`config.mk`:
```
export PLATFORM = sky130hd
export DESIGN_NAME = btmx_ctrl
export DESIGN_NICKNAME = d
export VERILOG_FILES = /design/src/design/btmx_pkg.sv /design/src/design/btmx_ctrl.sv
export SDC_FILE = /design/constraint.sdc
export NUM_CORES = 1
export LEC_CHECK = 0
export ABC_CLOCK_PERIOD_IN_PS = 1500
export BUFFER_PORTS_ARGS = -buffer_cell sky130_fd_sc_hd__buf_2
export CORE_MARGIN = 2
export CORE_UTILIZATION = 35
export CTS_BUF_LIST = sky130_fd_sc_hd__clkbuf_2
export DETAILED_ROUTE_END_ITERATION = 8
export PLACE_DENSITY = 0.57
export SYNTH_ARGS = -nofsm -noshare
export SYNTH_HDL_FRONTEND = slang
export SYNTH_SLANG_ARGS = --single-unit
```
`constraint.sdc`:
```
create_clock -name clk -period 1.5 [get_ports clk]
set_input_delay 0.15 -clock clk [delete_from_list [all_inputs] [get_ports clk]]
set_output_delay 0.15 -clock clk [all_outputs]
set_load 0.01 [all_outputs]
```
`src/design/btmx_pkg.sv`:
```
package btmx_pkg;

	localparam logic [1:0] OP_INSERT = 2'd0;
	localparam logic [1:0] OP_QUERY  = 2'd1;
	localparam logic [1:0] OP_CLEAR  = 2'd2;

	localparam logic [1:0] ST_OK    = 2'd0;
	localparam logic [1:0] ST_EMPTY = 2'd1;
	localparam logic [1:0] ST_FULL  = 2'd2;

	typedef struct packed {
		logic load;
		logic clear;
		logic walk_step;
		logic need_set;
		logic link;
		logic fill;
		logic query_step;
		logic set_empty;
		logic set_full;
		logic out_load;
	} cmd_t;

	typedef struct packed {
		logic [1:0] op;
		logic       root_empty;
		logic       walk_null;
		logic       query_stop;
		logic       last;
		logic       full;
		logic       out_free;
	} stat_t;

endpackage

```
`src/design/btmx_ctrl.sv`:
```
module btmx_ctrl (
	input  logic            clk,
	input  logic            arst_n,
	input  logic            in_valid,
	output logic            in_stall,
	input  btmx_pkg::stat_t stat,
	output btmx_pkg::cmd_t  cmd
);

	typedef enum logic [7:0] {
		S_IDLE   = 8'b0000_0001,
		S_START  = 8'b0000_0010,
		S_WALK   = 8'b0000_0100,
		S_CHECK  = 8'b0000_1000,
		S_LINK   = 8'b0001_0000,
		S_FILL   = 8'b0010_0000,
		S_QUERY  = 8'b0100_0000,
		S_FINISH = 8'b1000_0000
	} state_t;

	state_t state_q;
	state_t state_nx;

	always_ff @(posedge clk or negedge arst_n) begin
		if (!arst_n) begin
			state_q <= S_IDLE;
		end else begin
			state_q <= state_nx;
		end
	end

	assign in_stall = (state_q != S_IDLE);

	always_comb begin
		cmd      = '0;
		state_nx = state_q;
		unique case (state_q)
			S_IDLE: begin
				if (in_valid) begin
					cmd.load = 1'b1;
					state_nx = S_START;
				end
			end
			S_START: begin
				unique case (stat.op)
					btmx_pkg::OP_INSERT: begin
						state_nx = S_WALK;
					end
					btmx_pkg::OP_QUERY: begin
						if (stat.root_empty) begin
							cmd.set_empty = 1'b1;
							state_nx      = S_FINISH;
						end else begin
							state_nx = S_QUERY;
						end
					end
					btmx_pkg::OP_CLEAR: begin
						cmd.clear = 1'b1;
						state_nx  = S_FINISH;
					end
					default: begin
						state_nx = S_FINISH;
					end
				endcase
			end
			S_WALK: begin
				if (stat.walk_null) begin
					cmd.need_set = 1'b1;
					state_nx     = S_CHECK;
				end else begin
					cmd.walk_step = 1'b1;
					if (stat.last) begin
						state_nx = S_FINISH;
					end
				end
			end
			S_CHECK: begin
				if (stat.full) begin
					cmd.set_full = 1'b1;
					state_nx     = S_FINISH;
				end else begin
					state_nx = S_LINK;
				end
			end
			S_LINK: begin
				cmd.link = 1'b1;
				state_nx = S_FILL;
			end
			S_FILL: begin
				cmd.fill = 1'b1;
				if (stat.last) begin
					state_nx = S_FINISH;
				end
			end
			S_QUERY: begin
				if (stat.query_stop) begin
					state_nx = S_FINISH;
				end else begin
					cmd.query_step = 1'b1;
					if (stat.last) begin
						state_nx = S_FINISH;
					end
				end
			end
			S_FINISH: begin
				if (stat.out_free) begin
					cmd.out_load = 1'b1;
					state_nx     = S_IDLE;
				end
			end
			default: begin
				state_nx = S_IDLE;
			end
		endcase
	end

endmodule

```
==> results_dict.tcl, run 1 <==
set metrics [dict create \
    placedCellCount 128 \
    synth_seq_cells 8 \
    ant_nets 0 \
    setup.worst_path.end_class "output pin" \
    fin_crit_ps 1660 \
    powerDensity_nw_per_um2 1110 \
    grt_max_degree 10 \
    ioPinCount 22 \
    slew_headroom 0.756 \
    die_area_sq_um 2320 \
    met1_usage 0.241 \
    cts_tree "done" \
    cts.clk_slew.worst_paths_ps 80 \
    core_area_sq_um 1780 \
    cp_top_family "simple AND/OR/NAND/NOR gates" \
    cts_root_buf "clkbuf_2" \
    gp_congestion 0.802 \
    finalSetupTns_ps -871 \
    cp_max_fo 4 \
    reg_top3 "state_q (8)" \
    fin_area_sq_um 1050 \
    wire_per_inst_um 13.6 \
    critPathKind "reg -> out" \
    grt_pass1_wl_um 2870 \
    status "complete, but fails checks" \
    numPortBuffers 21 \
    yosys_warnings 0 \
    synth-main-ff-cell "dfrtp_1" \
    violations "negative setup slack" \
    htreeDepth 1 \
    synth_nets 92 \
    clock_sinks 8 \
    path_cells "nor3_4 > nand4b_4 > nor2_4 > and3_4 > buf_6" \
    syn_area_per_cell_sq_um 8.42 \
    start_util 0.382 \
    setup_violations 8 \
    rows 15 \
    synth-edff-count 0 \
    gr-max-usage-layer "met2" \
    largest_reg_flops 8 \
    drv_slew 0 \
    antenna_cells 0 \
    final_common_cell "buf_2" \
    rsz0062_at_grt "true" \
    fin_util 0.589 \
    ys_async_sr_fraction 1.00 \
    critical-path-max-stage-delay_ps 450 \
    wl_um 1910 \
    layout_common_cells "buf_2, buf_4, nor2_1" \
    grt_overflow_total 0 \
    fmax_ghz 0.602 \
    synth.distinct_cells 39 \
    nets 127 \
    hold_viol 0 \
    cts_buffer_depth 2 \
    synth_top_area_frac 0.257 \
    skew_ps 4.56 \
    tightest_slew_ps 362 \
    final_cells 140 \
    drv_cap 0 \
    die_w_um 48.1 \
    num_vias 722 \
    place_area_sq_um 823 \
    grt_pass1_vias 648 \
    synth.largest_area_cell "dfrtp_1" \
    top_register "state_q" \
    crit_buf_inv 1 \
    vias_per_cell 5.16 \
    area_growth_pct 54.1 \
    ys_seq_area_frac 0.295 \
    critPathArrivalTime_ps 1510 \
    drive_gt1_frac 0.583 \
    worst_slack_ps -161 \
    drt_iter0_drc 4 \
    min_path_type "in -> reg" \
    slowest_stage "dfrtp_2" \
    dp_slack_ps -38.0 \
    dr.pass1.iters 4 \
    peakVddDrop_uv 595 \
    fp.dieH_um 48.1 \
    syn_inst 81 \
    p_leak_nw 0.497 \
    grt_use_met2 0.289 \
    final.period_utilization 1.11 \
    clk_latency_ps 250 \
    cts_made_buffers 3 \
    critical_path.startpoint_type "flop" \
    crit_required_ps 1350 \
    place_hpwl_um 1360 \
    drc 0 \
    use_met3 0.0593 \
    antenna_found_initial 0 \
    synth_top_cells_by_area "dfrtp_1, nor2_1, buf_6" \
    grt_usage 0.184 \
    synth_area_sq_um 682 \
]
per-stage QoR:
step / power (mW) / hold slack [ps]
5_1_grt: 1.25 / 53.9
6_report: 1.17 / 60.2
4_1_cts: 0.997 / 52.3
3_5_place_dp: 0.780 / 3.80
2_1_floorplan: 0.638 / -146
3_3_place_gp: 0.777 / 5.84
worst paths after layout:
| check | start | endpoint | slack, ps | depth (start not counted) |
|---|---|---|---|---|
| worst max register to register | state_q[5]$_DFFE_PN0P_ | state_q[2]$_DFFE_PN0P_ | 0 | 6 |
| worst min register to register | state_q[3]$_DFFE_PN0P_ | state_q[4]$_DFFE_PN0P_ | 690 | 2 |
| min in group asynchronous | arst_n | state_q[2]$_DFFE_PN0P_ | 260 | 2 |
| worst min-delay path | stat[1] | state_q[4]$_DFFE_PN0P_ | 60 | 2 |
| max in group asynchronous | arst_n | state_q[0]$_DFFE_PN1P_ | 990 | 2 |
| worst max-delay path | state_q[6]$_DFFE_PN0P_ | cmd[2] | -160 | 5 |
power breakdown:
group	leakage, nW	internal (mW)	total [mW]	switching (mW)
Sequential	0.0974	0.268	0.360	0.0927
Combinational	0.383	0.342	0.659	0.317
Clock	0.0166	0.0708	0.152	0.0809
Total	0.497	0.680	1.17	0.491
cells by family (layout without fill, tap and decap cells):
| group | after synthesis | after routing | share of synthesized area |
|---|---|---|---|
| AND/OR/NAND/NOR | 44 | 44 | 0.391 |
| XOR/XNOR | 2 | 2 | 0.0257 |
| flip-flops | 8 | 8 | 0.295 |
| buffers and inverters | 12 | 46 | 0.121 |
| AO/OA/AOI/OAI | 14 | 14 | 0.152 |
| multiplexers | 1 | 1 | 0.0147 |
cells in the mapped netlist, types with 2 or more instances:
cell type / count
nand3_1: 3
dfrtp_1: 7
nand2_1: 4
nor2_1: 13
o2111ai_1: 2
inv_1: 6
o21ai_0: 3
buf_6: 3
o22ai_1: 2
nor4_1: 2
nor4b_1: 3
nor3_1: 3
nor3b_1: 2
and3_1: 3
timing repair:
action                                 4_1_cts  5_1_grt
setup endpoints to repair                   12       14
hold buffers                                 1        0
pin swaps                                    4       12
gates resized for setup                      9       25
endpoints found under the hold margin        8        0
setup buffers                                4        3
worst register-to-register path, cell delays in order (launching register included):
cell     delay [ps]
dfrtp_1         420
buf_4           200
nor3_4          200
nand4_1         170
buf_4           180
o21ai_1          80
a32o_2          190
per-layer routing:
metal / vias to the layer above / wire, um
li1: 358 / -
met4: 0 / 48
met1: 335 / 858
met5: - / 0
met3: 5 / 102
met2: 24 / 897
layout make-up:
type,instances,area (sq um)
Tap cell,25,31.3
Clock buffer,4,20.0
Timing Repair Buffer,36,262
Fill cell,171,732
Inverter,6,22.5
Sequential cell,8,209
Multi-Input combinational cell,61,507
No activity file was read; power rests on OpenSTA's default activity.
==> run 2: changes to the inputs <==
--- a/config.mk
+++ b/config.mk
@@ -7,7 +7,7 @@
 export LEC_CHECK = 0
 export ABC_CLOCK_PERIOD_IN_PS = 1500
 export BUFFER_PORTS_ARGS = -buffer_cell sky130_fd_sc_hd__buf_2
-export CORE_MARGIN = 2
+export CORE_MARGIN = 5
 export CORE_UTILIZATION = 35
 export CTS_BUF_LIST = sky130_fd_sc_hd__clkbuf_2
 export DETAILED_ROUTE_END_ITERATION = 8
==> run 2 against run 1 <==
  * The run still ends with negative setup slack left
  * Sequential share of layout area decreased by 1.3 points
  * Die area is 26% higher
  * Maximum frequency decreased by 2.9%
  * Global-route usage shrank 2.9 points
  * Clock skew up 9.1 ps
==> results_dict.tcl, run 2 (synthesis gave the netlist of run 1 again) <==
set metrics [dict create \
    cts_buffer_depth 2 \
    dp_slack_ps 68.8 \
    final.period_utilization 1.14 \
    drv_slew 0 \
    grt_pass1_vias 738 \
    skew_ps 13.6 \
    critPathArrivalTime_ps 1560 \
    clock_sinks 8 \
    ant_nets 0 \
    place_hpwl_um 1370 \
    worst_slack_ps -211 \
    vias_per_cell 5.05 \
    finalSetupTns_ps -1440 \
    wire_per_inst_um 13.6 \
    reg_top3 "state_q (8)" \
    fp.dieH_um 54.1 \
    wl_um 2030 \
    total_power_mw 1.37 \
    antenna_cells 0 \
    status "complete, but fails checks" \
    numPortBuffers 21 \
    grt_usage 0.156 \
    cts_made_buffers 3 \
    nets 134 \
    rows 16 \
    fin_area_sq_um 1120 \
    fill_cells 170 \
    antenna_found_initial 0 \
    area_growth_pct 64.0 \
    ioPinCount 22 \
    holdWs_ps 57.7 \
    slew_headroom 0.795 \
    drt_iter0_drc 10 \
    final_common_cell "buf_2" \
    powerDensity_nw_per_um2 1220 \
    cp_max_fo 8 \
    fin_crit_ps 1710 \
    drc 0 \
    htreeDepth 1 \
    largest_reg_flops 8 \
    fin_util 0.588 \
    die_w_um 54.1 \
    hold_viol 0 \
    critPathKind "reg -> out" \
    final_cells 149 \
    grt_max_degree 10 \
    grt_overflow_total 0 \
    dr.pass1.iters 4 \
    p_leak_nw 0.533 \
    start_util 0.359 \
    gp_congestion 0.858 \
    min_path_type "in -> reg" \
    layout_common_cells "buf_2, buf_4, nor2_1" \
    num_vias 753 \
    cts_root_buf "clkbuf_2" \
    top_register "state_q" \
    drive_gt1_frac 0.598 \
    fmax_ghz 0.584 \
    cts_tree "done" \
    core_area_sq_um 1900 \
    peakVddDrop_uv 724 \
    cts.clk_slew.worst_paths_ps 80 \
    placedCellCount 132 \
    setup_violations 11 \
    tightest_slew_ps 306 \
    violations "negative setup slack" \
    drv_cap 0 \
    critical_path.startpoint_type "flop" \
    die_area_sq_um 2930 \
    setup.worst_path.end_class "output pin" \
    clk_latency_ps 260 \
    grt_pass1_wl_um 3180 \
    crit_required_ps 1350 \
    rsz0062_at_grt "true" \
    place_area_sq_um 828 \
]
-- run 2: layout make-up --
| cell class | instances | area (sq um) | share of cell area |
|---|---|---|---|
| sequential | 8 | 208 | 0.186 |
| tap | 27 | 33.8 | 0.0302 |
| multi-input combinational | 61 | 528 | 0.472 |
| timing repair buffer | 43 | 307 | 0.274 |
| clock buffer | 4 | 20.0 | 0.0179 |
| inverter | 6 | 22.5 | 0.0201 |
-- run 2: repair_timing --
item	in CTS	in global routing
gates resized for setup	20	17
setup endpoints to repair	11	14
cloned	0	0
hold buffers	1	0
setup buffers	9	5
hold endpoints to repair	8	0
pin swaps	11	13
-- run 2: critical path: stages (launching register included) --
cell and delay, ps:
dfrtp_2 520, nor2_4 230, nand4b_4 170, nor2_4 120
and3_1 150, buf_2 120
-- run 2: final timing paths --
kind                       cells after the start                      to  slack (ps)                    from
max reg2reg                                    7  state_q[2]$_DFFE_PN0P_          20  state_q[1]$_DFFE_PN0P_
max                                            5                  cmd[2]        -210  state_q[3]$_DFFE_PN0P_
max in group asynchronous                      2  state_q[0]$_DFFE_PN1P_         990                  arst_n
min reg2reg                                    3  state_q[4]$_DFFE_PN0P_         690  state_q[4]$_DFFE_PN0P_
min in group asynchronous                      2  state_q[1]$_DFFE_PN0P_         250                  arst_n
min                                            2  state_q[4]$_DFFE_PN0P_          60                 stat[1]
-- run 2: where the power goes --
group | switching, mW | internal [mW]
combinational | 0.381 | 0.477
sequential | 0.0804 | 0.265
clock | 0.0908 | 0.0708
-- run 2: layer usage --
layer	GRT usage	part of all wire	vias to the layer above
met2	0.251	0.49	24
met5	0	0	-
met1	0.186	0.45	355
met3	0.0416	0.055	2
li1	-	-	372
met4	0.0830	0.0049	0
==> run 3: changes to the inputs <==
--- a/config.mk
+++ b/config.mk
@@ -6,12 +6,13 @@
 export NUM_CORES = 1
 export LEC_CHECK = 0
 export ABC_CLOCK_PERIOD_IN_PS = 1500
-export BUFFER_PORTS_ARGS = -buffer_cell sky130_fd_sc_hd__buf_2
-export CORE_MARGIN = 5
-export CORE_UTILIZATION = 35
+export CORE_AREA = 5 5 42 44
 export CTS_BUF_LIST = sky130_fd_sc_hd__clkbuf_2
+export CTS_CLUSTER_SIZE = 16
 export DETAILED_ROUTE_END_ITERATION = 8
-export PLACE_DENSITY = 0.57
+export DIE_AREA = 0 0 47 49
+export DONT_BUFFER_PORTS = 1
+export PLACE_DENSITY = 0.64
 export SYNTH_ARGS = -nofsm -noshare
 export SYNTH_HDL_FRONTEND = slang
 export SYNTH_SLANG_ARGS = --single-unit
==> run 3 against run 2 <==
  * The flow still finishes with violations (negative setup slack)
  * Largest power group unchanged
  * Sequential power grew 9.5%
  * Critical path type unchanged
  * Non-clock buffer count shrank 23
  * Global-route usage rose by 3.6 points
  * Cell count fell by 23%
==> results_dict.tcl, run 3 (synthesis gave the netlist of run 1 again) <==
set metrics [dict create \
    top_register "state_q" \
    setup.worst_path.end_class "output pin" \
    largest_reg_flops 8 \
    hold_viol 0 \
    netSwitchingPower_mw 0.514 \
    slew_headroom 0.749 \
    cts_made_buffers 3 \
    area.sequential_sq_um 209 \
    grt_usage 0.192 \
    rsz0062_at_grt "true" \
    placedCellCount 102 \
    cp_max_fo 4 \
    setup_violations 6 \
    fp.dieH_um 49 \
    status "complete, but fails checks" \
    final.period_utilization 1.10 \
    rows 14 \
    multi_input_comb_area_sq_um 549 \
    holdWs_ps 70.2 \
    critical-path-max-stage-delay_ps 420 \
    start_util 0.487 \
    vias_per_cell 5.90 \
    drv_slew 0 \
    slowest_stage "dfrtp_1" \
    htreeDepth 1 \
    final_common_cell "buf_4" \
    clk_latency_ps 260 \
    grt_pass1_vias 677 \
    powerDensity_nw_per_um2 1220 \
    dr.pass1.iters 4 \
    critPathKind "reg -> out" \
    wl_um 1880 \
    layout_common_cells "buf_4, nor2_1, dfrtp_2" \
    min-delay-start "stat[6]" \
    drive_gt1_frac 0.525 \
    clock_power_share 0.125 \
    drt_iter0_drc 8 \
    p_sw_frac 0.422 \
    fmax_ghz 0.605 \
    ioPinCount 22 \
    area_growth_pct 46.1 \
    rr_worst_depth 4 \
    die_area_sq_um 2300 \
    nets 111 \
    critPathArrivalTime_ps 1500 \
    cts_buffer_depth 2 \
    seq_power_share 0.311 \
    antenna_cells 0 \
    die_w_um 47 \
    core_area_sq_um 1400 \
    r2r_start "state_q[0]$_DFFE_PN1P_" \
    critical_path.startpoint_type "flop" \
    cts_tree "done" \
    num_vias 678 \
    critPathLaunch "state_q[5]$_DFFE_PN0P_" \
    path_cells "nor3_4 > nand4b_4 > nor2_4 > and3_4" \
    r2r_end "state_q[7]$_DFFE_PN0P_" \
    place_hpwl_um 1240 \
    grt_overflow_total 0 \
    reg_top3 "state_q (8)" \
    gp_congestion 0.765 \
    fin_crit_ps 1650 \
    fill_cells 115 \
    cts.clk_slew.worst_paths_ps 80 \
    cts_root_buf "clkbuf_2" \
    p_leak_nw 0.413 \
    antenna_found_initial 0 \
    skew_ps 12.7 \
    drc 0 \
    clock_sinks 8 \
    crit_required_ps 1350 \
    grt_max_degree 10 \
    ant_nets 0 \
    final_cells 115 \
    wire_per_inst_um 16.3 \
    p_int_mw 0.703 \
    violations "negative setup slack" \
    grt_pass1_wl_um 3080 \
    drv_cap 0 \
    min_path_type "in -> reg" \
    tightest_slew_ps 376 \
    rrSetupSlack_ps 10 \
    peakVddDrop_uv 695 \
    combinationalPowerShare 0.564 \
    worst_slack_ps -152 \
    numPortBuffers 0 \
    endpoint "cmd[2]" \
]
## run 3: how the worst min path moves through the flow
stage | cells past startpoint | endpoint
2_1_floorplan | 0 | state_q[1]$_DFFE_PN0P_
3_3_place_gp | 0 | state_q[3]$_DFFE_PN0P_
3_5_place_dp | 0 | state_q[3]$_DFFE_PN0P_
4_1_cts | 2 | state_q[3]$_DFFE_PN0P_
5_1_grt | 2 | state_q[6]$_DFFE_PN0P_
6_report | 2 | state_q[6]$_DFFE_PN0P_
## run 3: what timing repair did
item                       4_1_cts  5_1_grt
buffers inserted                 2        3
setup endpoints to repair       11       12
pin swaps                        4        7
hold buffers                     4        0
hold endpoints to repair        11        0
resized for setup               26       15
## run 3: worst max-delay path: cells and delay by family, from the launching register on
family,cells,cell delay [ps]
DFF,1,420
and+or+nand+nor,4,830
## run 3: power groups by stage
| stage | combinational (mW) | sequential (mW) | clock [mW] |
|---|---|---|---|
| 2_1_floorplan | 0.333 | 0.306 | 0 |
| 3_3_place_gp | 0.421 | 0.333 | 0 |
| 3_5_place_dp | 0.424 | 0.336 | 0 |
| 4_1_cts | 0.544 | 0.356 | 0.155 |
| 5_1_grt | 0.750 | 0.390 | 0.170 |
| 6_report | 0.686 | 0.379 | 0.152 |
## run 3: through the flow
step / utilization / worst slack, ps / instance area (sq um) / power (mW) / setup TNS, ps
finish: 0.711 / -152 / 996 / 1.22 / -562
global route: 0.711 / -243 / 996 / 1.31 / -1490
CTS: 0.644 / -119 / 902 / 1.06 / -546
detailed placement: 0.517 / 61.9 / 724 / 0.761 / 0
global placement: 0.517 / 78.5 / 724 / 0.754 / 0
floorplan: - / 101 / 682 / 0.638 / 0
## run 3: final cells by class
cell class              instances  area share
clock buffers                   4      0.0201
inverters                       6      0.0226
multi-input cells              61       0.552
flip-flops and latches          8       0.210
well taps                      16      0.0201
repair buffers                 20       0.176
## run 3: per-layer routing
| layer | track usage | vias up | wire length [um] |
|---|---|---|---|
| li1 | - | 327 | - |
| met1 | 0.200 | 329 | 686 |
| met2 | 0.296 | 18 | 1000 |
| met3 | 0.0738 | 4 | 120 |
| met5 | 0 | - | 0 |
| met4 | 0.138 | 0 | 68 |
